**src/rtl/core/ssdr_pkg.sv**
```systemverilog
// Shared types and constants for the sunrise/sunset dimming ramp.
// No dependencies; every other file of the block imports this package.
`timescale 1ns / 1ps

package ssdr_pkg;

  // Field widths of the channels and the configuration port.
  localparam int TIME_W     = 17;
  localparam int DUTY_W     = 12;
  localparam int PHASE_W    = 2;
  localparam int CFG_IDX_W  = 3;
  localparam int CFG_DATA_W = 12;

  // Widths of the configuration registers.
  localparam int MIN_W  = 11;
  localparam int LEN_W  = 10;
  localparam int PCT_W  = 7;
  localparam int STEP_W = 12;

  // A ramp length in seconds: at most 1023 minutes of 60 seconds.
  localparam int RAMP_W = 16;

  // Default full-scale duty.
  localparam int DUTY_FULL_SCALE_DEF = 4095;

  // Percent scale of max_percent.
  localparam int PCT_SCALE = 100;

  // floor(y / 100) for y below 10000 as (y * RECIP_MUL) >> RECIP_SHIFT.
  localparam int PCT_R_W     = 14;
  localparam int RECIP_MUL   = 10486;
  localparam int RECIP_SHIFT = 20;
  localparam int PCT_Q_W     = 7;

  // Last minute of the day.
  localparam logic [MIN_W-1:0] LAST_MINUTE = 11'd1439;

  // Register indexes of the configuration port.
  localparam logic [CFG_IDX_W-1:0] CFG_RISE_START = 3'd0;
  localparam logic [CFG_IDX_W-1:0] CFG_RISE_LEN   = 3'd1;
  localparam logic [CFG_IDX_W-1:0] CFG_SET_END    = 3'd2;
  localparam logic [CFG_IDX_W-1:0] CFG_SET_LEN    = 3'd3;
  localparam logic [CFG_IDX_W-1:0] CFG_MAX_PCT    = 3'd4;
  localparam logic [CFG_IDX_W-1:0] CFG_STEP       = 3'd5;

  // Reset values of the configuration registers.
  localparam logic [MIN_W-1:0]  RST_RISE_START = 11'd480;
  localparam logic [LEN_W-1:0]  RST_RISE_LEN   = 10'd60;
  localparam logic [MIN_W-1:0]  RST_SET_END    = 11'd1200;
  localparam logic [LEN_W-1:0]  RST_SET_LEN    = 10'd60;
  localparam logic [PCT_W-1:0]  RST_MAX_PCT    = 7'd100;
  localparam logic [STEP_W-1:0] RST_STEP       = 12'd60;

  // Day phase as reported on the output.
  typedef enum logic [PHASE_W-1:0] {
    PH_NIGHT = 2'd0,
    PH_RISE  = 2'd1,
    PH_FULL  = 2'd2,
    PH_SET   = 2'd3
  } phase_t;

  // Configuration register set.
  typedef struct packed {
    logic [MIN_W-1:0]  rise_start_min;
    logic [LEN_W-1:0]  rise_len_min;
    logic [MIN_W-1:0]  set_end_min;
    logic [LEN_W-1:0]  set_len_min;
    logic [PCT_W-1:0]  max_percent;
    logic [STEP_W-1:0] step_seconds;
  } cfg_t;

endpackage

```
**src/rtl/core/ssdr_front.sv**
```systemverilog
// Front stages: window bounds, phase, elapsed time, peak duty and the
// peak * step product that feeds the divider row. Depends on ssdr_pkg.
`timescale 1ns / 1ps

module ssdr_front import ssdr_pkg::*; #(
  parameter int FULL_SCALE = DUTY_FULL_SCALE_DEF,
  localparam int PW = $clog2(FULL_SCALE + 1)
) (
  input  logic                 clk,
  input  logic                 rst,
  input  logic                 en,
  input  logic                 in_valid,
  input  logic [TIME_W-1:0]    in_time,
  input  cfg_t                 cfg,
  output logic                 out_valid,
  output phase_t               out_phase,
  output logic [PW-1:0]        out_peak,
  output logic [TIME_W-1:0]    out_elapsed,
  output logic [STEP_W-1:0]    out_step,
  output logic [PW+STEP_W-1:0] out_prod,
  output logic [RAMP_W-1:0]    out_ramp
);

  // pct * FULL_SCALE / 100 = pct * Q + floor(pct * R / 100).
  localparam int FS_Q = FULL_SCALE / PCT_SCALE;
  localparam int FS_R = FULL_SCALE % PCT_SCALE;
  localparam int Y_W  = 2 * PCT_R_W;

  // Minutes to seconds: m * 60 = m * 64 - m * 4.
  function automatic logic [TIME_W-1:0] min_to_s(input logic [MIN_W-1:0] m);
    return (TIME_W'(m) << 6) - (TIME_W'(m) << 2);
  endfunction

  function automatic logic [RAMP_W-1:0] len_to_s(input logic [LEN_W-1:0] l);
    return (RAMP_W'(l) << 6) - (RAMP_W'(l) << 2);
  endfunction

  logic [MIN_W-1:0]  rs_min;
  logic [MIN_W-1:0]  se_min;
  logic [MIN_W-1:0]  re_min;
  logic [MIN_W-1:0]  ss_min;
  logic [MIN_W:0]    re_sum;
  logic [LEN_W-1:0]  rlen;
  logic [LEN_W-1:0]  slen;
  logic [PCT_W-1:0]  pct;
  logic [STEP_W-1:0] stp;

  // Clamp the register values and work out the window bounds in minutes.
  always_comb begin
    rs_min = (cfg.rise_start_min > LAST_MINUTE) ? LAST_MINUTE : cfg.rise_start_min;
    se_min = (cfg.set_end_min > LAST_MINUTE) ? LAST_MINUTE : cfg.set_end_min;
    rlen   = (cfg.rise_len_min == '0) ? LEN_W'(1) : cfg.rise_len_min;
    slen   = (cfg.set_len_min == '0) ? LEN_W'(1) : cfg.set_len_min;
    re_sum = (MIN_W + 1)'(rs_min) + (MIN_W + 1)'(rlen);
    re_min = (re_sum > (MIN_W + 1)'(LAST_MINUTE)) ? LAST_MINUTE : re_sum[MIN_W-1:0];
    ss_min = (se_min > MIN_W'(slen)) ? se_min - MIN_W'(slen) : '0;
    pct    = (cfg.max_percent > PCT_W'(PCT_SCALE)) ? PCT_W'(PCT_SCALE) : cfg.max_percent;
    stp    = (cfg.step_seconds == '0) ? STEP_W'(1) : cfg.step_seconds;
  end

  // Stage 1: the accepted time with the bounds in seconds.
  logic                 s1_valid;
  logic [TIME_W-1:0]    s1_time;
  logic [TIME_W-1:0]    s1_rise_start;
  logic [TIME_W-1:0]    s1_rise_end;
  logic [TIME_W-1:0]    s1_set_start;
  logic [TIME_W-1:0]    s1_set_end;
  logic [RAMP_W-1:0]    s1_rise_s;
  logic [RAMP_W-1:0]    s1_set_s;
  logic [PW-1:0]        s1_pct_q;
  logic [PCT_R_W-1:0]   s1_pct_r;
  logic [STEP_W-1:0]    s1_step;

  always_ff @(posedge clk) begin
    if (rst) begin
      s1_valid <= 1'b0;
    end else if (en) begin
      s1_valid <= in_valid;
    end
    if (en) begin
      s1_time       <= in_time;
      s1_rise_start <= min_to_s(rs_min);
      s1_rise_end   <= min_to_s(re_min);
      s1_set_start  <= min_to_s(ss_min);
      s1_set_end    <= min_to_s(se_min);
      s1_rise_s     <= len_to_s(rlen);
      s1_set_s      <= len_to_s(slen);
      s1_pct_q      <= PW'(PW'(pct) * PW'(FS_Q));
      s1_pct_r      <= PCT_R_W'(PCT_R_W'(pct) * PCT_R_W'(FS_R));
      s1_step       <= stp;
    end
  end

  // Stage 2: window checks in order, elapsed time and the peak remainder.
  phase_t            phase2;
  logic [TIME_W-1:0] elapsed2;
  logic [RAMP_W-1:0] ramp2;
  logic [Y_W-1:0]    y_mul;

  always_comb begin
    if (s1_rise_start <= s1_time && s1_time <= s1_rise_end) begin
      phase2 = PH_RISE;
    end else if (s1_rise_end <= s1_time && s1_time <= s1_set_start) begin
      phase2 = PH_FULL;
    end else if (s1_set_start <= s1_time && s1_time <= s1_set_end) begin
      phase2 = PH_SET;
    end else begin
      phase2 = PH_NIGHT;
    end
    elapsed2 = (phase2 == PH_RISE) ? s1_time - s1_rise_start : s1_time - s1_set_start;
    ramp2    = (phase2 == PH_SET) ? s1_set_s : s1_rise_s;
    y_mul    = Y_W'(s1_pct_r) * Y_W'(RECIP_MUL);
  end

  logic                 s2_valid;
  phase_t               s2_phase;
  logic [TIME_W-1:0]    s2_elapsed;
  logic [RAMP_W-1:0]    s2_ramp;
  logic [PW-1:0]        s2_pct_q;
  logic [PCT_Q_W-1:0]   s2_yq;
  logic [STEP_W-1:0]    s2_step;

  always_ff @(posedge clk) begin
    if (rst) begin
      s2_valid <= 1'b0;
    end else if (en) begin
      s2_valid <= s1_valid;
    end
    if (en) begin
      s2_phase   <= phase2;
      s2_elapsed <= elapsed2;
      s2_ramp    <= ramp2;
      s2_pct_q   <= s1_pct_q;
      s2_yq      <= y_mul[RECIP_SHIFT +: PCT_Q_W];
      s2_step    <= s1_step;
    end
  end

  // Stage 3: the peak duty.
  logic                 s3_valid;
  phase_t               s3_phase;
  logic [TIME_W-1:0]    s3_elapsed;
  logic [RAMP_W-1:0]    s3_ramp;
  logic [PW-1:0]        s3_peak;
  logic [STEP_W-1:0]    s3_step;

  always_ff @(posedge clk) begin
    if (rst) begin
      s3_valid <= 1'b0;
    end else if (en) begin
      s3_valid <= s2_valid;
    end
    if (en) begin
      s3_phase   <= s2_phase;
      s3_elapsed <= s2_elapsed;
      s3_ramp    <= s2_ramp;
      s3_peak    <= s2_pct_q + PW'(s2_yq);
      s3_step    <= s2_step;
    end
  end

  // Stage 4: peak * step, the dividend of the per-step increment.
  always_ff @(posedge clk) begin
    if (rst) begin
      out_valid <= 1'b0;
    end else if (en) begin
      out_valid <= s3_valid;
    end
    if (en) begin
      out_phase   <= s3_phase;
      out_elapsed <= s3_elapsed;
      out_ramp    <= s3_ramp;
      out_peak    <= s3_peak;
      out_step    <= s3_step;
      out_prod    <= (PW + STEP_W)'(s3_peak) * (PW + STEP_W)'(s3_step);
    end
  end

endmodule

```
**config.mk**
```make
export PLATFORM = sky130hd
export DESIGN_NAME = ssdr_front
export DESIGN_NICKNAME = d
export VERILOG_FILES = /design/src/rtl/core/ssdr_pkg.sv /design/src/rtl/core/ssdr_front.sv
export SDC_FILE = /design/constraint.sdc
export NUM_CORES = 1
export LEC_CHECK = 0
export ABC_AREA = 1
export BUFFER_PORTS_ARGS = -buffer_cell sky130_fd_sc_hd__buf_4
export CAP_MARGIN = 0
export CELL_PAD_IN_SITES_DETAIL_PLACEMENT = 1
export CELL_PAD_IN_SITES_GLOBAL_PLACEMENT = 2
export CORE_ASPECT_RATIO = 1.5
export CORE_MARGIN = 2
export CORE_UTILIZATION = 30
export DETAILED_ROUTE_END_ITERATION = 10
export HOLD_SLACK_MARGIN = 0.02
export PLACE_DENSITY = 0.73
export SLEW_MARGIN = 5
export SYNTH_ARGS = -nofsm -noshare
export SYNTH_HDL_FRONTEND = slang
export SYNTH_SLANG_ARGS = --single-unit
```
**constraint.sdc**
```tcl
create_clock -name clk -period 7.9 [get_ports clk]
set_input_delay 1.58 -clock clk [delete_from_list [all_inputs] [get_ports clk]]
set_output_delay 1.58 -clock clk [all_outputs]
set_load 0.02 [all_outputs]
```
# Yosys cells after proc, flatten, opt, wreduce, memory -nomap -nowiden
# Index checks and enable logic that the tools add are counted.
totals:
  ff_bits: 361
  inputBits: 82
  output_inout_bits: 84
  word_cells: 77
classes:
  addsub: 11
  mul: 4
  magnitude_cmp: 11
  n_eq_ne: 2
  muxes: 12
  reduce_logical: 6
ops:
  columns: ["operator", "count"]
  rows:
  - ["17-bit <= comparator", 6]
  - ["17-bit by 13-bit subtractor with 17-bit output", 4]
  - ["11-bit 2-to-1 mux", 4]
  - ["17-bit subtractor", 2]
  - ["16-bit by 12-bit subtractor with 16-bit output", 2]
  - ["14-bit by 13-bit multiplier with 26-bit output (second input constant)", 1]
  - ["12-bit by 12-bit multiplier with 24-bit output", 1]
  - ["11-bit > comparator (second input constant)", 2]
  - ["10-bit zero test", 2]
  - ["10-bit 2-to-1 mux", 2]
  - ["17-bit 2-to-1 mux", 1]
  - ["16-bit 2-to-1 mux", 1]
  - ["7-bit by 7-bit multiplier with 14-bit output (second input constant)", 1]
  - ["11-bit by 10-bit adder with 12-bit output", 1]
  - ["12-bit by 7-bit adder with 12-bit output", 1]
  - ["12-bit by 11-bit > comparator with 1-bit output (second input constant)", 1]
  - ["12-bit zero test", 1]
  - ["11-bit by 10-bit > comparator with 1-bit output", 1]
  - ["11-bit by 10-bit subtractor with 11-bit output", 1]
  - ["7-bit by 3-bit multiplier with 9-bit output (second input constant)", 1]
  - ["7-bit > comparator (second input constant)", 1]
  - ["7-bit 2-to-1 mux", 1]
  - ["2-bit 2-to-1 mux", 3]
  - ["1-bit logical AND", 3]
  - ["2 further kinds", 2]

# Logic depth before layout (Yosys ltp)
# Gate-level depths: netlist of the first run.
depth:
  word_depth: 7
  ltp_mapped: 32
  ltp_nobuf: 31

# Worst setup path after synthesis of the first run
# No wires, ideal clock.
synth_timing:
  kind: "input to register"
  start: "input cfg[12] (netlist bit)"
  end: "register s1_pct_r[12] (data pin)"
  setup_time_ns: 0.260
  t_arrival_ns: 5.658
  required_ns: 7.640
  slack_ns: 1.982
  path_stages: 23
  n_path_buf: 0
  path_cell_list: "o21ai_0 nand3_1 nand3_1 inv_1 nor2_1 fa_1 ha_1 inv_1 fa_1 inv_1 fa_1 ha_1 a21oi_1 inv_1 a31oi_1 o21ai_0 a21oi_1 inv_1 a21oi_1 nor2_1 o21a_1 nor2_1 xor2_1"
synth_between:
  elab_chain_cells: 3
synth_rtl:
  columns: ["item", "line", "rtl"]
  rows:
  - ["from (decl)", "ssdr_front.sv:14", "input cfg_t cfg,"]
  - ["7-bit > comparator", "ssdr_front.sv:57", "pct = (cfg.max_percent > PCT_W'(PCT_SCALE)) ? PCT_W'(PCT_SCALE) : cfg.max_percent;"]
  - ["7-bit 2-to-1 mux (*)", "ssdr_front.sv:57", null]
  - ["7-bit by 7-bit multiplier with 14-bit output (*)", "ssdr_front.sv:89", "s1_pct_r <= PCT_R_W'(PCT_R_W'(pct) * PCT_R_W'(FS_R));"]
  - ["to (signal assigned)", "ssdr_front.sv:89", null]
  - ["to (decl)", "ssdr_front.sv:71", "logic [PCT_R_W-1:0] s1_pct_r;"]
# Mark *: on every way between the ends. The rest lies on a longest branch, timed or not.
# A chain may end at the register's enable or synchronous reset.

# Worst setup path in the final report of the first run
# Same ends and word-level chain as after synthesis.

==> impl_metrics.json, run 1 <==
{
  "synth_xor_area_share_pct": 4.978,
  "cp-end-kind": "flip-flop",
  "die_x_microns": 247.8,
  "ys_seq_elements": 342,
  "final_util_pct": 34.33,
  "grt.total_usage_pct": 15.44,
  "seq_area_frac_synth_pct": 38.25,
  "synth_cell_types": 55,
  "gr-total-overflow": 0,
  "min-delay-path-class": "flip-flop to flip-flop",
  "core_area_sq_mm": 0.08869,
  "synth_compound_area_share_pct": 6.437,
  "cts_setup_buffers": 0,
  "final_cell_mix": "544 x inv_1, 492 x nand2_1, 338 x edfxtp_1",
  "drtAntennaViolNets": 0,
  "ios": 166,
  "layout_commonest_cell": "inv_1",
  "synth-adder-area-share_pct": 28.92,
  "outcome": "complete, no violations",
  "routabilityCongestion": 0.8683,
  "cap_violations": 0,
  "clk_pin_slew_ns": 0.07,
  "synthToLayoutAreaGrowth_pct": 13.83,
  "syn_inst": 2711,
  "drtIter0Drc": 609,
  "start_kind": "input port",
  "clock-root-buffer": "clkbuf_16",
  "timing.fmax_ghz": 0.1663,
  "cts_resized": 0,
  "row_count": 134,
  "cts_buffer_depth": 3,
  "dieHeight_microns": 369.7,
  "hold_buffers": 0,
  "synthMuxAreaShare_pct": 0.07485,
  "fill_cells": 10090,
  "setup_violations": 0,
  "fin_nets": 3447,
  "drive_above_1_share_pct": 9.387,
  "totalWireLength_mm": 69.36,
  "worst_pin_slew_ns": 0.9437,
  "post-route-drc-count": 0,
  "cp.required_ns": 8.19,
  "critPathKind": "input port to flip-flop",
  "synth_top_family_by_area": "adder cells",
  "fin_crit_sh_pct": 76.13,
  "slew_viol_final": 0,
  "startpoint": "cfg[12]",
  "clk_latency_ns": 0.57,
  "vias": 18780,
  "cp_max_fo": 6,
  "skew_ns": 0.03841,
  "netlist_area_sq_mm": 0.02675,
  "cts_buffers": 39,
  "port_buffers": 163,
  "rsz0062_at_grt": "no",
  "reg2reg_from": "s3_peak[3]",
  "grt_pass1_wl_mm": 111.6,
  "dieArea_sq_mm": 0.09161,
  "stdcell_count": 4043,
  "routedWlPerCell_microns": 17.15,
  "cts_tree": "yes",
  "drt_pass1_iterations": 4,
  "dpl.cell_count": 3974,
  "antenna_cells": 0,
  "dpl.hpwl_mm": 56.63,
  "worst_hold_slack_ns": 0.4071,
  "ys_warn_count": 0,
  "cp.arrival_ns": 6.30,
  "min-delay-start": "s2_ramp[7]",
  "fin_setup_tns_ns": 0,
  "grt_pass1_vias": 21160,
  "grt_max_degree": 163,
  "synth.avg_cell_area_sq_um": 9.866,
  "htree_levels": 2,
  "clock_sinks": 342,
  "synth-simple-area-share_pct": 12.59,
  "antenna_found_initial": 0,
  "initial_utilization_pct": 30.16,
  "via_per_inst": 4.646,
  "slew_headroom_pct": 37.09,
  "fin_crit_ns": 6.014,
  "hold_viol": 0
}
layer usage:
metal	wire length [microns]	GRT usage, %	up-vias
met3	1967	1.857	112
met1	28700	17.86	9309
met4	2326	5.470	0
li1	-	-	9106
met2	36370	28.81	257
met5	0	0	-
cell families (layout without fill, tap and decap cells):
family	after synthesis	after routing
AOI/OAI and AO/OA	307	307
adders and majority gates	506	506
other	1	2
xor gates and xnor gates	152	152
muxes	2	2
and+or+nand+nor	786	786
buffers and inverters	615	790
DFF	342	342
layout make-up:
| cell class | count | area (sq um) | share of cell area, % |
|---|---|---|---|
| clock buffer | 43 | 991.0 | 3.255 |
| inverter | 553 | 2076 | 6.818 |
| multi-input combinational | 1755 | 14180 | 46.59 |
| tap | 1156 | 1446 | 4.751 |
| sequential | 342 | 10230 | 33.60 |
| clock inverter | 26 | 236.5 | 0.7768 |
| timing repair buffer | 168 | 1281 | 4.208 |
synthesized netlist by cell type, drive strengths merged:
| library cell | n | area (sq um) |
|---|---|---|
| inv | 552 | 2072 |
| nand2 | 499 | 1891 |
| edfxtp | 338 | 10150 |
| ha | 319 | 3991 |
| fa | 187 | 3744 |
| a21oi | 161 | 824.5 |
| nor2 | 120 | 465.5 |
| xor2 | 106 | 928.4 |
| o21ai | 88 | 440.4 |
| nand3 | 77 | 405.4 |
| clkbuf | 54 | 202.7 |
| xnor2 | 46 | 402.9 |
| nand4 | 45 | 324.1 |
| nor3 | 19 | 100.1 |
| nor4 | 10 | 62.56 |
| a211oi | 8 | 60.06 |
| a21o | 8 | 60.06 |
| a31oi | 8 | 50.05 |
| buf | 8 | 57.55 |
| o211ai | 8 | 73.82 |
| or2 | 7 | 43.79 |
| a21boi | 5 | 45.04 |
| o21a | 5 | 37.54 |
| o21bai | 5 | 37.54 |
| dfxtp | 4 | 80.08 |
| nand3b | 4 | 42.54 |
| o31ai | 3 | 22.52 |
| a31o | 2 | 17.52 |
| and2 | 2 | 12.51 |
| mux2i | 2 | 20.02 |
| nor3b | 2 | 15.01 |
| o2111ai | 2 | 17.52 |
| a221oi | 1 | 8.760 |
| a22o | 1 | 8.760 |
| clkinv | 1 | 3.750 |
| conb | 1 | 3.750 |
| o221ai | 1 | 8.760 |
| o31a | 1 | 8.760 |
| or3 | 1 | 6.260 |
metrics by stage:
step                      area, sq um  setup slack (ns)
after floorplan                 26750             1.982
after global placement          29220             1.417
after detailed placement        29220             1.256
after CTS                       30440             1.858
after global routing            30440             1.457
final                           30440             1.886
path summary, 6_finish.rpt:
kind	to	cells past startpoint	slack, ns
max	s1_pct_r[12]	24	1.89
min	s3_ramp[7]	0	0.41
max reg2reg	out_prod[22]	18	2.22
min reg2reg	s3_ramp[7]	0	0.41
sequential cells by signal, summed over array words and instances, names as in the netlist, 14 cells and up:
name           flops
s1_rise_s         14
s1_set_start      15
out_elapsed       17
s3_ramp           14
s2_elapsed        17
s3_elapsed        17
s1_rise_start     15
s1_pct_r          14
out_ramp          14
s1_time           17
s2_ramp           14
s1_rise_end       15
out_prod          24
s1_set_end        15
s1_set_s          14
worst max-delay path, stage by stage:
cell and delay (ns):
buf_4 0.11, o21ai_0 0.15, nand3_1 0.08, nand3_1 0.11, inv_1 0.08, nor2_1 0.47
fa_1 0.52, ha_1 0.29, inv_1 0.06, fa_1 0.53, inv_1 0.05, fa_1 0.45
ha_1 0.37, a21oi_1 0.14, inv_1 0.06, a31oi_1 0.23, o21ai_0 0.17, a21oi_1 0.15
inv_1 0.05, a21oi_1 0.20, nor2_1 0.08, o21a_1 0.17, nor2_1 0.11, xor2_1 0.07
Power of run 1 is not shown: default switching activity piles up to over one toggle a cycle in this logic, so the estimate is an artifact.
==> inputs of run 2 (changes only) <==
==> constraint.sdc (replaced) <==
create_clock -name clk -period 5.6 [get_ports clk]
set_input_delay 1.12 -clock clk [delete_from_list [all_inputs] [get_ports clk]]
set_output_delay 1.12 -clock clk [all_outputs]
set_load 0.02 [all_outputs]
==> run 2 against run 1 <==
Net effect: clock skew is 0.0065 ns lower; hold slack better by 0.0046 ns; global-route usage hardly changed; sequential cell count stayed put; sequential share of layout area is 0.59 points lower; wire length is 0.14% higher; first-iteration DRC count is 6.9% lower; non-clock buffer count is 58 higher; largest cell class unchanged.
==> impl_metrics.json, run 2 (same netlist as run 1, synthesis figures left out) <==
{
  "post-route-drc-count": 0,
  "hold_viol": 0,
  "slew_headroom_pct": 40.15,
  "htree_levels": 2,
  "layout_commonest_cell": "inv_1",
  "cpLargestDelayFamily": "adder cells",
  "largest_reg_flops": 24,
  "dpl.hpwl_mm": 57.39,
  "grt_max_degree": 108,
  "min-delay-path-class": "flip-flop to flip-flop",
  "row_count": 134,
  "via_per_inst": 4.618,
  "cp.required_ns": 5.94,
  "cp_slowest_cell": "edfxtp_1",
  "critical_path_depth": 19,
  "totalWireLength_mm": 69.45,
  "clock_sinks": 342,
  "cp-end-kind": "flip-flop",
  "final_cell_mix": "544 x inv_1, 491 x nand2_1, 338 x edfxtp_1",
  "cpMostUsedCell": "fa_1",
  "fin_crit_sh_pct": 94.72,
  "port_buffers": 163,
  "drtIter0Drc": 567,
  "core_area_sq_mm": 0.08869,
  "cts_tree": "yes",
  "hold_buffers": 0,
  "worst_hold_slack_ns": 0.4118,
  "antenna_found_initial": 1,
  "skew_ns": 0.03190,
  "clk_pin_slew_ns": 0.06,
  "drive_above_1_share_pct": 11.44,
  "cts_buffer_depth": 3,
  "cts_buffers": 39,
  "grt.total_usage_pct": 15.40,
  "initial_utilization_pct": 30.16,
  "vias": 18950,
  "gr-total-overflow": 0,
  "cp_max_fo": 8,
  "top_register": "out_prod",
  "setup_violations": 0,
  "ios": 166,
  "path_buf_inv": 4,
  "whs_path_depth": 0,
  "fin_nets": 3505,
  "grt_pass1_wl_mm": 111.9,
  "antenna_cells": 0,
  "reg2regPathDepth": 19,
  "dieHeight_microns": 369.7,
  "critPathKind": "flip-flop to flip-flop",
  "timing.fmax_ghz": 0.1885,
  "drtAntennaViolNets": 0,
  "cap_violations": 0,
  "cp.arrival_ns": 5.64,
  "rsz0062_at_grt": "no",
  "drt_pass1_iterations": 4,
  "slew_viol_final": 0,
  "synthToLayoutAreaGrowth_pct": 15.85,
  "start_kind": "flip-flop",
  "clock-root-buffer": "clkbuf_16",
  "die_x_microns": 247.8,
  "routedWlPerCell_microns": 16.93,
  "max_stage_delay_ns": 0.56,
  "fin_crit_ns": 5.304,
  "worst_pin_slew_ns": 0.8978,
  "outcome": "complete, no violations",
  "crit_chain": "buf_6, nand2_1, fa_1, fa_1, inv_1, fa_1, inv_1, fa_1, inv_1, fa_1, ha_2, nand2_2, nor2_1, nand2_1, nor2_1, or3_4, a21o_1, a21oi_1, xnor2_1",
  "dieArea_sq_mm": 0.09161,
  "clk_latency_ns": 0.59,
  "fill_cells": 10050,
  "routabilityCongestion": 0.8943,
  "grt_pass1_vias": 21350
}
## run 2: changes by cell type in the layout (fill, tap and decap cells not counted), sizes merged
| cell | previous run | this run |
|---|---|---|
| bufinv | 3 | 4 |
| clkbuf | 43 | 44 |
| clkinv | 12 | 14 |
| clkinvlp | 6 | 5 |
| inv | 558 | 557 |
| buf | 168 | 226 |
## run 2: metrics by stage
| stage | utilization [%] | TNS (ns) | area (sq um) | setup WS [ns] | cells |
|---|---|---|---|---|---|
| after floorplan | - | 0 | 26750 | 0.1424 | 2712 |
| after global placement | 33.37 | -0.02313 | 29600 | -0.02313 | 4023 |
| after detailed placement | 33.37 | -0.2302 | 29600 | -0.1164 | 4023 |
| after CTS | 34.83 | 0 | 30890 | 0.1161 | 4094 |
| after global routing | 34.94 | 0 | 30980 | 0.03498 | 4103 |
| final | 34.94 | 0 | 30980 | 0.2955 | 4103 |
## run 2: path summary, 6_finish.rpt
check / from / endpoint / slack [ns]
min: s2_elapsed[12] / s3_elapsed[12] / 0.41
max: s3_step[5] / out_prod[16] / 0.30
max reg2reg: s3_step[5] / out_prod[16] / 0.30
min reg2reg: s2_elapsed[12] / s3_elapsed[12] / 0.41
## run 2: worst reg2reg max path, stage by stage, from the launching register on
cell	delay, ns
edfxtp_1	0.56
buf_6	0.19
nand2_1	0.09
fa_1	0.55
fa_1	0.52
inv_1	0.05
fa_1	0.49
inv_1	0.06
fa_1	0.54
inv_1	0.06
fa_1	0.54
ha_2	0.31
nand2_2	0.12
nor2_1	0.08
nand2_1	0.07
nor2_1	0.04
or3_4	0.39
a21o_1	0.17
a21oi_1	0.16
xnor2_1	0.08
## run 2: area by class of cell
cell class	count	area, sq um	area share (%)
Clock buffer	44	1016	3.279
Clock inverter	27	275.3	0.8884
Inverter	553	2076	6.699
Multi-Input combinational cell	1755	14210	45.86
Sequential cell	342	10230	33.02
Tap cell	1156	1446	4.668
Timing Repair Buffer	226	1733	5.593
## run 2: routing by layer
metal | vias up | global-route usage [%] | routed length (microns)
met5 | - | 0 | 13
met4 | 2 | 5.539 | 2371
met3 | 116 | 1.813 | 1905
met2 | 267 | 28.73 | 36420
met1 | 9334 | 17.83 | 28740
li1 | 9230 | - | -
## run 2: timing repair
| action | 4_1_cts | 5_1_grt |
|---|---|---|
| setup endpoints to repair | 0 | 6 |
| resized for setup | 0 | 11 |
| setup buffers | 0 | 9 |
Power of run 2 is left out for the same reason.
