==> src/rtl/core/ssdr_pkg.sv <==
// Shared types and constants for the sunrise/sunset dimming ramp.
// No dependencies; every other file of the block imports this package.
`timescale 1ns / 1ps

package ssdr_pkg;

  // Field widths of the channels and the configuration port.
  localparam int TIME_W     = 17;
  localparam int DUTY_W     = 12;
  localparam int PHASE_W    = 2;
  localparam int CFG_IDX_W  = 3;
  localparam int CFG_DATA_W = 12;

  // Widths of the configuration registers.
  localparam int MIN_W  = 11;
  localparam int LEN_W  = 10;
  localparam int PCT_W  = 7;
  localparam int STEP_W = 12;

  // A ramp length in seconds: at most 1023 minutes of 60 seconds.
  localparam int RAMP_W = 16;

  // Default full-scale duty.
  localparam int DUTY_FULL_SCALE_DEF = 4095;

  // Percent scale of max_percent.
  localparam int PCT_SCALE = 100;

  // floor(y / 100) for y below 10000 as (y * RECIP_MUL) >> RECIP_SHIFT.
  localparam int PCT_R_W     = 14;
  localparam int RECIP_MUL   = 10486;
  localparam int RECIP_SHIFT = 20;
  localparam int PCT_Q_W     = 7;

  // Last minute of the day.
  localparam logic [MIN_W-1:0] LAST_MINUTE = 11'd1439;

  // Register indexes of the configuration port.
  localparam logic [CFG_IDX_W-1:0] CFG_RISE_START = 3'd0;
  localparam logic [CFG_IDX_W-1:0] CFG_RISE_LEN   = 3'd1;
  localparam logic [CFG_IDX_W-1:0] CFG_SET_END    = 3'd2;
  localparam logic [CFG_IDX_W-1:0] CFG_SET_LEN    = 3'd3;
  localparam logic [CFG_IDX_W-1:0] CFG_MAX_PCT    = 3'd4;
  localparam logic [CFG_IDX_W-1:0] CFG_STEP       = 3'd5;

  // Reset values of the configuration registers.
  localparam logic [MIN_W-1:0]  RST_RISE_START = 11'd480;
  localparam logic [LEN_W-1:0]  RST_RISE_LEN   = 10'd60;
  localparam logic [MIN_W-1:0]  RST_SET_END    = 11'd1200;
  localparam logic [LEN_W-1:0]  RST_SET_LEN    = 10'd60;
  localparam logic [PCT_W-1:0]  RST_MAX_PCT    = 7'd100;
  localparam logic [STEP_W-1:0] RST_STEP       = 12'd60;

  // Day phase as reported on the output.
  typedef enum logic [PHASE_W-1:0] {
    PH_NIGHT = 2'd0,
    PH_RISE  = 2'd1,
    PH_FULL  = 2'd2,
    PH_SET   = 2'd3
  } phase_t;

  // Configuration register set.
  typedef struct packed {
    logic [MIN_W-1:0]  rise_start_min;
    logic [LEN_W-1:0]  rise_len_min;
    logic [MIN_W-1:0]  set_end_min;
    logic [LEN_W-1:0]  set_len_min;
    logic [PCT_W-1:0]  max_percent;
    logic [STEP_W-1:0] step_seconds;
  } cfg_t;

endpackage

==> src/rtl/core/ssdr_cell.sv <==
// One cell of the divider row: a restoring step for two quotients at once.
// Depends on ssdr_pkg; instantiated in a chain by the top level.
`timescale 1ns / 1ps

module ssdr_cell import ssdr_pkg::*; #(
  parameter int NW = 28,
  parameter int DA = 12,
  parameter int DB = 16,
  parameter int SW = 14
) (
  input  logic          clk,
  input  logic          rst,
  input  logic          en,
  input  logic          in_valid,
  input  logic [NW-1:0] in_num_a,
  input  logic [DA-1:0] in_rem_a,
  input  logic [DA-1:0] in_div_a,
  input  logic [NW-1:0] in_num_b,
  input  logic [DB-1:0] in_rem_b,
  input  logic [DB-1:0] in_div_b,
  input  logic [SW-1:0] in_side,
  output logic          out_valid,
  output logic [NW-1:0] out_num_a,
  output logic [DA-1:0] out_rem_a,
  output logic [DA-1:0] out_div_a,
  output logic [NW-1:0] out_num_b,
  output logic [DB-1:0] out_rem_b,
  output logic [DB-1:0] out_div_b,
  output logic [SW-1:0] out_side
);

  logic [DA:0]   trial_a;
  logic [DA:0]   diff_a;
  logic          ge_a;
  logic [DB:0]   trial_b;
  logic [DB:0]   diff_b;
  logic          ge_b;
  logic [DA-1:0] rem_a_next;
  logic [DB-1:0] rem_b_next;

  // Bring down the next dividend bit and subtract the divisor if it fits.
  // The remainder stays below the divisor, so it keeps the divisor's width.
  always_comb begin
    trial_a    = {in_rem_a, in_num_a[NW-1]};
    diff_a     = trial_a - {1'b0, in_div_a};
    ge_a       = trial_a >= {1'b0, in_div_a};
    rem_a_next = ge_a ? diff_a[DA-1:0] : trial_a[DA-1:0];
    trial_b    = {in_rem_b, in_num_b[NW-1]};
    diff_b     = trial_b - {1'b0, in_div_b};
    ge_b       = trial_b >= {1'b0, in_div_b};
    rem_b_next = ge_b ? diff_b[DB-1:0] : trial_b[DB-1:0];
  end

  // The dividend shifts out at the top while quotient bits enter below.
  always_ff @(posedge clk) begin
    if (rst) begin
      out_valid <= 1'b0;
    end else if (en) begin
      out_valid <= in_valid;
    end
    if (en) begin
      out_num_a <= {in_num_a[NW-2:0], ge_a};
      out_rem_a <= rem_a_next;
      out_div_a <= in_div_a;
      out_num_b <= {in_num_b[NW-2:0], ge_b};
      out_rem_b <= rem_b_next;
      out_div_b <= in_div_b;
      out_side  <= in_side;
    end
  end

endmodule

==> config.mk <==
export PLATFORM = sky130hd
export DESIGN_NAME = ssdr_cell
export DESIGN_NICKNAME = d
export VERILOG_FILES = /design/src/rtl/core/ssdr_pkg.sv /design/src/rtl/core/ssdr_cell.sv
export SDC_FILE = /design/constraint.sdc
export NUM_CORES = 1
export LEC_CHECK = 0
export ABC_AREA = 1
export ABC_CLOCK_PERIOD_IN_PS = 1800
export BUFFER_PORTS_ARGS = -buffer_cell sky130_fd_sc_hd__buf_2
export CAP_MARGIN = 20
export CORE_AREA = 2 2 128 118
export DETAILED_ROUTE_END_ITERATION = 8
export DIE_AREA = 0 0 130 120
export HOLD_SLACK_MARGIN = 0.05
export PLACE_DENSITY = 0.81
export RECOVER_POWER = 50
export SKIP_CTS_REPAIR_TIMING = 1
export SLEW_MARGIN = 25
export SYNTH_ARGS = -nofsm -noshare
export SYNTH_HDL_FRONTEND = slang
export SYNTH_SLANG_ARGS = --single-unit
==> constraint.sdc <==
create_clock -name clk -period 1.8 [get_ports clk]
set_clock_uncertainty 0.2 [all_clocks]
set_input_delay 0.09 -clock clk [delete_from_list [all_inputs] [get_ports clk]]
set_output_delay 0.09 -clock clk [all_outputs]
set_load 0.01 [all_outputs]
-- After elaboration in Yosys (flattened, before gate mapping)
Cells that the tools add are included.
- flip-flop bits (word level): 127
- bits in latches: 0
- bits in writable memories: 0
- memory bits (read-only): 0
- input port bits: 130
- output and inout bits: 127
- memories: 0
- add/sub/neg operators: 2
- multiply operators: 0
- divide/modulo/power cells: 0
- $lt $le $gt $ge: 2
- eq/ne operators: 0
- shift operators: 0
- mux-type cells: 2
- bitwise logic cells: 0
- reduce and logical (&&, ||, !) cells: 0
- operators by type and width (operator ; count):
    >= comparator 17 x 16 -> 1 bit ; 1
    two-way mux 16 bit ; 1
    subtractor 16 bit ; 1
    >= comparator 13 x 12 -> 1 bit ; 1
    two-way mux 12 bit ; 1
    subtractor 12 bit ; 1

-- Logic depth before layout (Yosys ltp)
Gate-level depths: netlist (run 1).
- depth after elaboration: 2
- mapped depth: 14

-- Worst setup path before layout (run 1)
No wires, ideal clock.
- path type: input to register
- from: input in_div_a[10]
- to: register out_rem_a[6] (data pin)
- arrival time: 1.355 ns
- slack: -0.008 ns
- stages on the path: 9
- buffers on the path: 1
- path through: inv_1 > ha_1 > a21oi_1 > o21ai_0 > a21oi_4 > nand3_4 > buf_12 > nand2_1 > nand2_1
- longest elaborated chain between the ends: 2
- ends and longest elaborated chain (item ; RTL line ; RTL):
    start: declaration ; ssdr_cell.sv:17 ; input logic [DA-1:0] in_div_a,
    >= comparator 13 x 12 -> 1 bit ; ssdr_cell.sv:46 ; ge_a = trial_a >= {1'b0, in_div_a};
    net ge_a ; ssdr_cell.sv:34 ; logic ge_a;
    two-way mux 12 bit ; ssdr_cell.sv:47 ; rem_a_next = ge_a ? diff_a[DA-1:0] : trial_a[DA-1:0];
    net rem_a_next[6] ; ssdr_cell.sv:38 ; logic [DA-1:0] rem_a_next;
    end signal: assignment ; ssdr_cell.sv:63 ; out_rem_a <= rem_a_next;
    end: declaration ; ssdr_cell.sv:24 ; output logic [DA-1:0] out_rem_a,
The timed path passes the listed nets, and every way through them passes these cells.
A chain may end at the register's enable or synchronous reset.

-- Worst setup path in the final report (run 1)
- from: input in_rem_a[11]
- to: register out_rem_a[5] (data pin)
- longest elaborated chain between the ends: 2
- ends and longest elaborated chain (item ; RTL line ; RTL):
    start: declaration ; ssdr_cell.sv:16 ; input logic [DA-1:0] in_rem_a,
    >= comparator 13 x 12 -> 1 bit ; ssdr_cell.sv:46 ;
    two-way mux 12 bit ; ssdr_cell.sv:47 ;
    net rem_a_next[5] ; ssdr_cell.sv:38 ;
The timed path passes the listed nets, and every way through them passes these cells.

==> impl_metrics.yaml, run 1 <==
floorplan:
  dieArea_sq_um: 15600
  rows: 42
  io_pins: 257
  core-area_sq_um: 14350
  initial_core_util: 0.4279
  die_h_um: 120
  die_w_um: 130
synthesis:
  yosys_warnings: 0
  ys_top_cells_by_area: "edfxtp_1 62%, nand2_1 11%, inv_1 6.3%, ha_1 5.7%, nand3_1 3.0%"
  syn_avg_cell_area_sq_um: 10.64
  synth.top_cell.area_share: 0.6164
  synth_async_sr_flop_share: 0
  syn_area_sq_um: 6138
  synth-seq-area-share: 0.6196
  synth-seq-cells: 127
  synth_top_flop_cell: "edfxtp_1"
  synth_top_cell_by_area: "edfxtp_1"
  synth_edf_count: 126
  syn_inst: 577
  synth_fp_nets: 737
  synth_cell_types: 33
pwr:
  powerDensity_nw_per_um2: 880.6
  peakVddDrop_mv: 0.6404
  p_leak_nw: 4.754
grt:
  grt_pass1_wl_mm: 25.32
  grtUsageTotal: 0.2130
  antenna_found_initial: 0
  grt_start_max_net_pins: 48
  grt_overflow: 0
  first_global_vias: 5284
final_layout:
  n_antenna_cell: 0
  post-route-util: 0.6982
  num-fill-cells: 1038
  drive_above_1_share: 0.2765
  syn2layout_area_growth_pct: 63.19
  nNetsFinal: 1221
clock_network:
  numCtsBuffers: 17
  cts.htree.levels: 4
  clk_pin_slew_ns: 0.06
  cts_tree: "yes"
  insertion_delay_ns: 0.41
  cts-root-buf: "clkbuf_16"
  clk_path_buf_depth: 2
  cts_num_sinks: 127
routing:
  drtPass1Iterations: 5
  wire_per_inst_um: 16.34
  via_count: 6082
  drtIter0Drc: 459
  drc: 0
  vias_per_cell: 4.781
  drtAntennaViolNets: 0
  wl_mm: 20.78
timing:
  rsz0062_at_grt: "no"
  hold_violations: 0
  fin_crit_sh: 0.9498
  setup_ws_ns: 0.09044
  slew_headroom: 0.8001
  slew_viol_final: 0
  tightest_slew_ns: 0.2993
  setup_viol: 0
  fmax_mhz: 584.9
  finalCriticalPeriod_ns: 1.710
run:
  drv_cap: 0
critical_path:
  cp_max_fo: 19
  path_cells: "dlygate4sd3_1, buf_2, nor3_1, nand3_2, nand3_4, buf_4, o21ai_2"
  critPathSlowestCell: "dlygate4sd3_1"
  crit_path_end_kind: "flip-flop"
  slowest_delay_ns: 0.55
  startpoint_type: "input pin"
  cp.required_ns: 1.77
  crit_arrival_ns: 1.68
  path_class: "input pin to flip-flop"
placed_design:
  port_buffers: 256
  gp_congestion: 0.8991
  place_ws_ns: -0.2469
  hpwl_mm: 13.04
worst_hold_path:
  hp-class: "input pin to flip-flop"
status:
  status: "completed"
final timing paths:
check / startpoint / endpoint / slack, ns / cells after the start
worst max-delay path: in_rem_a[11] / out_rem_a[5]$_DFFE_PP_ / 0.09 / 7
worst min-delay path: in_div_a[0] / out_rem_a[0]$_DFFE_PP_ / 0.06 / 5
worst max register to register: out_valid$_SDFFE_PP0P_ / out_valid$_SDFFE_PP0P_ / 0.45 / 3
worst min register to register: out_valid$_SDFFE_PP0P_ / out_valid$_SDFFE_PP0P_ / 0.86 / 3
state kept, by name, indices dropped and copies added, names as in the netlist:
signal	flops
out_rem_a	12
out_valid	1
out_num_b	28
out_rem_b	16
out_div_b	16
out_num_a	28
out_div_a	12
out_side	14
critical path, delay by kind of cell:
family | cells | cell delay [ns]
buffers and inverters | 3 | 0.85
and+or+nand+nor | 3 | 0.69
AOI/OAI and AO/OA | 1 | 0.05
kinds of logic after synthesis:
| kind of cell | count (synthesis) | share of synthesized area |
|---|---|---|
| fa+ha+maj | 30 | 0.06360 |
| xor+xnor | 12 | 0.01712 |
| mux | 1 | 0.001631 |
| flops | 127 | 0.6196 |
| compound gates | 30 | 0.03139 |
| buf+inv | 108 | 0.07053 |
| simple gates | 269 | 0.1961 |
routing by layer:
metal  global-route usage  vias to the layer above  part of all wire
li1                     -                     2889                 -
met2               0.3737                      317              0.52
met3              0.06866                       63             0.073
met5                    0                        -                 0
met4              0.09274                        0             0.038
met1               0.2345                     2813              0.37
cell type report:
| type | count | area [sq um] | area share |
|---|---|---|---|
| sequential | 127 | 3804 | 0.3797 |
| timing repair buffer | 470 | 3118 | 0.3113 |
| multi-input combinational | 342 | 1902 | 0.1899 |
| clock buffer | 18 | 429.2 | 0.04284 |
| inverter | 103 | 386.6 | 0.03860 |
| tap | 198 | 247.7 | 0.02473 |
| clock inverter | 14 | 130.1 | 0.01299 |
Yosys cell counts, types with 2 or more instances:
library cell / number
o21a_1: 2
edfxtp_1: 126
nand3_4: 2
and2_1: 3
fa_1: 2
nand3_1: 37
nor3_1: 3
inv_1: 103
xor2_1: 8
nand3_2: 6
nand2_1: 176
buf_2: 3
xnor2_1: 4
ha_1: 28
nor2_2: 4
nand2_2: 3
a21oi_1: 16
o21ai_0: 4
o21ai_2: 3
nand4_1: 14
nor2_1: 18
metrics by stage:
| step | total power [mW] | setup TNS, ns | instances | cell area (sq um) | hold slack [ns] |
|---|---|---|---|---|---|
| after floorplan | 4.487 | 0 | 577 | 6138 | -0.03762 |
| after global placement | 5.296 | -4.677 | 1111 | 8287 | 0.04936 |
| after detailed placement | 5.343 | -5.839 | 1111 | 8287 | 0.05504 |
| after CTS | 8.592 | 0 | 1143 | 8846 | -0.3892 |
| after global routing | 9.187 | 0 | 1272 | 10020 | 0.08773 |
| final | 8.822 | 0 | 1272 | 10020 | 0.06463 |
report_power, final:
part / switching, mW / total, mW / internal, mW
Clock: 1.36 / 3.28 / 1.92
Combinational: 1.00 / 1.87 / 0.867
Sequential: 0.0900 / 3.67 / 3.58
cell usage in the layout (no fill, tap or decap), types with 2 or more instances in the layout:
cell type	n
xnor2_1	4
o21a_1	2
dlygate4sd3_1	129
clkbuf_4	4
xor2_1	8
clkinvlp_4	3
nand4_1	14
nor2_1	18
a21oi_1	16
clkbuf_16	17
nand3_1	37
inv_1	103
o21ai_2	3
ha_1	28
o21ai_0	3
edfxtp_1	126
nand3_4	2
buf_2	158
clkbuf_1	97
clkinv_2	2
inv_6	5
nor2_2	4
nand3_2	6
nand2_2	3
and2_1	3
nor3_1	3
buf_12	2
nand2_1	176
buf_4	80
fa_1	2
Note: power is estimated with default switching activity, not from simulation.
==> inputs of run 2 (changes only) <==
--- a/config.mk
+++ b/config.mk
@@ -5,15 +5,14 @@
 export SDC_FILE = /design/constraint.sdc
 export NUM_CORES = 1
 export LEC_CHECK = 0
-export ABC_AREA = 1
 export ABC_CLOCK_PERIOD_IN_PS = 1800
 export BUFFER_PORTS_ARGS = -buffer_cell sky130_fd_sc_hd__buf_2
 export CAP_MARGIN = 20
-export CORE_AREA = 2 2 128 118
+export CORE_AREA = 2 2 126 116
 export DETAILED_ROUTE_END_ITERATION = 8
-export DIE_AREA = 0 0 130 120
+export DIE_AREA = 0 0 128 118
 export HOLD_SLACK_MARGIN = 0.05
-export PLACE_DENSITY = 0.81
+export PLACE_DENSITY = 0.8
 export RECOVER_POWER = 50
 export SKIP_CTS_REPAIR_TIMING = 1
 export SLEW_MARGIN = 25
==> run 2 against run 1 <==
Final area rose by 4.2%; utilization rose by 6.1 points; critical endpoint is now out_rem_a[8]$_DFFE_PP_; wire length rose by 4.8%; register-to-register slack barely moved; critical path type unchanged; first-iteration DRC count fell by 26%; flip-flop and latch count did not move; hold slack got worse by 0.26 ns; power rose by 4.2%; clock power fell by 2%; the flow now finishes with violations (hold timing, setup timing).
==> impl_metrics.yaml, run 2 <==
clock_network:
  clk_pin_slew_ns: 0.06
  cts-root-buf: "clkbuf_16"
  numCtsBuffers: 17
  cts_num_sinks: 127
  clk_path_buf_depth: 2
  cts.htree.levels: 4
  insertion_delay_ns: 0.42
  cts_tree: "yes"
placed_design:
  gp_congestion: 0.8729
  port_buffers: 256
  hpwl_mm: 12.64
  dp_cells: 898
synthesis:
  syn_inst: 397
  synth.top_cell.area_share: 0.6531
  synth_common_cells: "126 x edfxtp_1, 38 x inv_1, 28 x ha_1"
  yosysMostFrequentCell: "edfxtp_1"
  synth_top_cell_by_area: "edfxtp_1"
  syn_area_sq_um: 5793
  yosys_warnings: 0
  ys_top_cells_by_area: "edfxtp_1 65%, ha_1 6.0%, mux2_4 2.9%, inv_1 2.5%, a21oi_1 1.9%"
  synth-seq-cells: 127
  synth_top_flop_cell: "edfxtp_1"
  synth_edf_count: 126
  synth_async_sr_flop_share: 0
  synth_cell_types: 55
  synth_fp_nets: 557
  syn_avg_cell_area_sq_um: 14.59
  synth-seq-area-share: 0.6566
routing:
  drtPass1Iterations: 5
  drc: 0
  drtIter0Drc: 339
  drtAntennaViolNets: 0
  wl_mm: 21.77
  vias_per_cell: 5.189
  via_count: 5547
  wire_per_inst_um: 20.37
timing:
  setup_viol: 28
  fin_crit_sh: 1.124
  whs_ns: -0.1992
  hold_violations: 2
  slew_headroom: 0.2637
  rsz0062_at_grt: "yes"
  fmax_mhz: 494.3
  finalCriticalPeriod_ns: 2.023
  slew_viol_final: 0
  tightest_slew_ns: 1.101
  setup_ws_ns: -0.2229
status:
  violations: "hold timing, setup timing"
  status: "finished, violations left"
pwr:
  peakVddDrop_mv: 0.6815
  powerDensity_nw_per_um2: 879.9
  p_leak_nw: 4.564
floorplan:
  dieArea_sq_um: 15100
  initial_core_util: 0.4214
  die_h_um: 118
  io_pins: 257
  rows: 41
  die_w_um: 128
  core-area_sq_um: 13750
final_layout:
  largest_registers: "out_num_a (28), out_num_b (28)"
  syn2layout_area_growth_pct: 80.26
  drive_above_1_share: 0.5324
  seq_area_sq_um: 3804
  final_common_cell: "buf_2"
  nNetsFinal: 1044
  num-fill-cells: 816
  mostFrequentLayoutCells: "246 x buf_2, 128 x dlygate4sd3_1, 126 x edfxtp_1, 81 x buf_4, 29 x inv_1"
  stdcell_count: 1069
  multi_input_area_sq_um: 2307
critical_path:
  crit_family: "compound AO/OA/AOI/OAI gates"
  path_buf_inv: 2
  slowest_delay_ns: 0.32
  path_cells: "buf_8, ha_4, a21oi_2, nor2b_2, o31a_1, or2_1, a31o_4, buf_12, mux2_4"
  cp.required_ns: 1.75
  crit_arrival_ns: 1.98
  critPathSlowestCell: "mux2_4"
  startpoint_type: "input pin"
  cp.depth: 9
  r2r_cells: 3
  path_class: "input pin to flip-flop"
  cp_max_fo: 7
  crit_path_end_kind: "flip-flop"
worst_hold_path:
  whs_path_depth: 1
  hp-class: "input pin to flip-flop"
grt:
  grt_overflow: 0
  antenna_found_initial: 1
  first_global_vias: 4907
  grt_pass1_wl_mm: 24.64
  grtUsageTotal: 0.2128
  grt_start_max_net_pins: 48
run:
  drv_cap: 0
## run 2: cell count changes in the layout (fill, tap and decap cells not counted), sizes merged, moves of 8 or more
cell	change
nand2	-167
buf	+105
clkbuf	-99
inv	-68
nand3	-35
mux2	+20
a21o	+9
nand4	-9
a21oi	+8
## run 2: kinds of logic after synthesis
logic type                 count (synthesis)  synth area share
buffers and inverters                     45           0.03477
muxes                                     26           0.05637
AOI/OAI and AO/OA                         77           0.09158
xor gates and xnor gates                  17           0.02570
adders and majority gates                 30           0.06739
and+or+nand+nor                           75           0.06760
DFF                                      127            0.6566
## run 2: area by class of cell
| class | count | area share |
|---|---|---|
| multi-input cells | 225 | 0.2209 |
| repair buffers | 475 | 0.3242 |
| flip-flops and latches | 127 | 0.3642 |
| inverters | 38 | 0.01749 |
| clock inverters | 13 | 0.01114 |
| well taps | 172 | 0.02061 |
| clock buffers | 18 | 0.04110 |
| diodes | 1 | 0.0002396 |
## run 2: power breakdown
part           leakage [nW]  internal (mW)  switching [mW]
registers              1.24           3.60          0.0918
clock network         0.254           1.89            1.34
logic                  3.07           1.19            1.08
total                  4.56           6.68            2.51
## run 2: worst paths after layout
check        slack [ns]                      to                   start
max reg2reg        0.46  out_valid$_SDFFE_PP0P_  out_valid$_SDFFE_PP0P_
max               -0.22  out_rem_a[8]$_DFFE_PP_             in_rem_a[2]
min               -0.20  out_div_a[0]$_DFFE_PP_             in_div_a[0]
min reg2reg        0.86  out_valid$_SDFFE_PP0P_  out_valid$_SDFFE_PP0P_
## run 2: metal layers
layer  GRT usage  vias to the layer above  part of all wire
met5           0                        -                 0
met1      0.2348                     2723              0.37
met2      0.3737                      274              0.53
li1            -                     2486                 -
met3     0.06318                       64             0.059
met4      0.1003                        0             0.046
## run 2: metrics by stage
step                utilization  instance area [sq um]  power, mW  setup slack, ns  TNS (ns)
CTS                      0.6238                   8576      8.644          -0.2591    -4.579
detailed placement       0.5841                   8030      5.438          -0.6945    -17.33
global route             0.7596                  10440      9.493          -0.2246    -4.342
global placement         0.5841                   8030      5.381          -0.6346    -15.62
finish                   0.7596                  10440      9.188          -0.2229    -3.282
floorplan                     -                   5968      4.576          -0.4817    -9.149
==> inputs of run 3 (changes only) <==
--- a/config.mk
+++ b/config.mk
@@ -13,7 +13,6 @@
 export DIE_AREA = 0 0 128 118
 export HOLD_SLACK_MARGIN = 0.05
 export PLACE_DENSITY = 0.8
-export RECOVER_POWER = 50
 export SKIP_CTS_REPAIR_TIMING = 1
 export SLEW_MARGIN = 25
 export SYNTH_ARGS = -nofsm -noshare
==> run 3 against run 2 <==
The flow still finishes with violations (hold timing, setup timing); combinational power hardly changed; final cell count is the same; worst setup slack gained 0.0029 ns; flip-flop and latch count did not move; sequential power is essentially flat; via count is 0.61% lower; critical path depth stayed put; register-to-register slack is essentially flat; maximum frequency up 0.14%.
==> impl_metrics.yaml, run 3 (synthesis results as in run 2) <==
pwr:
  powerDensity_nw_per_um2: 879.5
  p_leak_nw: 4.570
  p_seq_frac: 0.402
  peakVddDrop_mv: 0.6808
  power_switching_mw: 2.505
  intPower_mw: 6.682
  clkPwrFrac: 0.351
  swShare: 0.2726
  p_comb_frac: 0.247
worst_hold_path:
  hp-class: "input pin to flip-flop"
grt:
  first_global_vias: 4907
  antenna_found_initial: 1
  grt_overflow: 0
  grtUsageTotal: 0.2128
  grt_pass1_wl_mm: 24.64
  grt_start_max_net_pins: 48
timing:
  fmax_mhz: 495.0
  rsz0062_at_grt: "yes"
  finalCriticalPeriod_ns: 2.020
  slew_headroom: 0.2628
  hold_violations: 2
  tightest_slew_ns: 1.102
  setup_ws_ns: -0.2200
  slew_viol_final: 0
  fin_crit_sh: 1.122
  setup_viol: 27
  whs_ns: -0.2785
run:
  drv_cap: 0
routing:
  drtIter0Drc: 311
  drtAntennaViolNets: 0
  wl_mm: 21.74
  wire_per_inst_um: 20.34
  vias_per_cell: 5.157
  drtPass1Iterations: 5
  drc: 0
  via_count: 5513
critical_path:
  path_cells: "buf_8, ha_4, a21oi_2, nor2b_2, o31a_1, or2_1, a31o_4, buf_12, mux2_4"
  crit_path_end_kind: "flip-flop"
  startpoint_type: "input pin"
  crit_family: "compound AO/OA/AOI/OAI gates"
  crit_arrival_ns: 1.97
  critPathSlowestCell: "mux2_4"
  path_class: "input pin to flip-flop"
  slowest_delay_ns: 0.32
  cp.required_ns: 1.75
  cp_max_fo: 7
  path_buf_inv: 2
placed_design:
  port_buffers: 256
  hpwl_mm: 12.64
  place_ws_ns: -0.6945
  placed_area_sq_um: 8030
  gp_congestion: 0.8729
clock_network:
  cts_tree: "yes"
  cts_num_sinks: 127
  cts-root-buf: "clkbuf_16"
  cts.htree.levels: 4
  clk_pin_slew_ns: 0.06
  numCtsBuffers: 17
  insertion_delay_ns: 0.42
  clk_path_buf_depth: 2
floorplan:
  dieArea_sq_um: 15100
  rows: 41
  io_pins: 257
  die_w_um: 128
  die_h_um: 118
  initial_core_util: 0.4214
  core-area_sq_um: 13750
final_layout:
  multi_input_area_sq_um: 2307
  final_common_cell: "buf_2"
  largest_registers: "out_num_a (28), out_num_b (28)"
  drive_above_1_share: 0.5346
  syn2layout_area_growth_pct: 80.30
  fin_area_sq_um: 10450
  num-fill-cells: 814
  mostFrequentLayoutCells: "248 x buf_2, 128 x dlygate4sd3_1, 126 x edfxtp_1, 81 x buf_4, 29 x inv_1"
  nNetsFinal: 1044
  seq_area_sq_um: 3804
status:
  violations: "hold timing, setup timing"
  status: "finished, violations left"
run 3: worst reg2reg max path: stages (launching register included):
cell           delay (ns)
dfxtp_1              0.31
mux2i_1              0.12
nor2_1               0.05
dlygate4sd3_1        0.55
run 3: per-layer routing:
metal / up-vias / GRT usage / share of wire
met5: - / 0 / 0
met4: 0 / 0.1003 / 0.043
met3: 60 / 0.06318 / 0.058
met2: 274 / 0.3737 / 0.53
met1: 2695 / 0.2348 / 0.37
li1: 2484 / - / -
run 3: area by class of cell:
class	instances	share of cell area
Sequential cell	127	0.3642
Timing Repair Buffer	475	0.3244
Multi-Input combinational cell	225	0.2209
Clock buffer	18	0.04109
Tap cell	172	0.02060
Inverter	38	0.01749
Clock inverter	13	0.01114
Antenna cell	1	0.0002396
run 3: worst paths after layout:
path | start | to | slack, ns | depth (start not counted)
hold / removal | in_div_a[0] | out_div_a[0]$_DFFE_PP_ | -0.28 | 1
hold reg to reg | out_valid$_SDFFE_PP0P_ | out_valid$_SDFFE_PP0P_ | 0.86 | 3
setup / recovery | in_rem_a[2] | out_rem_a[8]$_DFFE_PP_ | -0.22 | 9
setup reg to reg | out_valid$_SDFFE_PP0P_ | out_valid$_SDFFE_PP0P_ | 0.46 | 3
run 3: power by group through the flow:
stage | clock network [mW] | logic (mW) | registers [mW]
2_1_floorplan | 0 | 0.688 | 3.89
3_3_place_gp | 0 | 1.66 | 3.72
3_5_place_dp | 0 | 1.71 | 3.73
4_1_cts | 3.25 | 1.72 | 3.67
5_1_grt | 3.39 | 2.40 | 3.71
6_report | 3.23 | 2.27 | 3.69
run 3: stage by stage:
| stage | setup TNS (ns) | instances | utilization | power (mW) | hold WS, ns |
|---|---|---|---|---|---|
| after detailed placement | -17.33 | 898 | 0.5841 | 5.438 | 0.05785 |
| after global routing | -4.331 | 1069 | 0.7597 | 9.493 | -0.2986 |
| final | -3.436 | 1069 | 0.7597 | 9.186 | -0.2785 |
| after global placement | -15.62 | 898 | 0.5841 | 5.381 | 0.04628 |
| after CTS | -4.579 | 929 | 0.6238 | 8.644 | -0.3913 |
| after floorplan | -9.149 | 397 | - | 4.576 | -0.03762 |
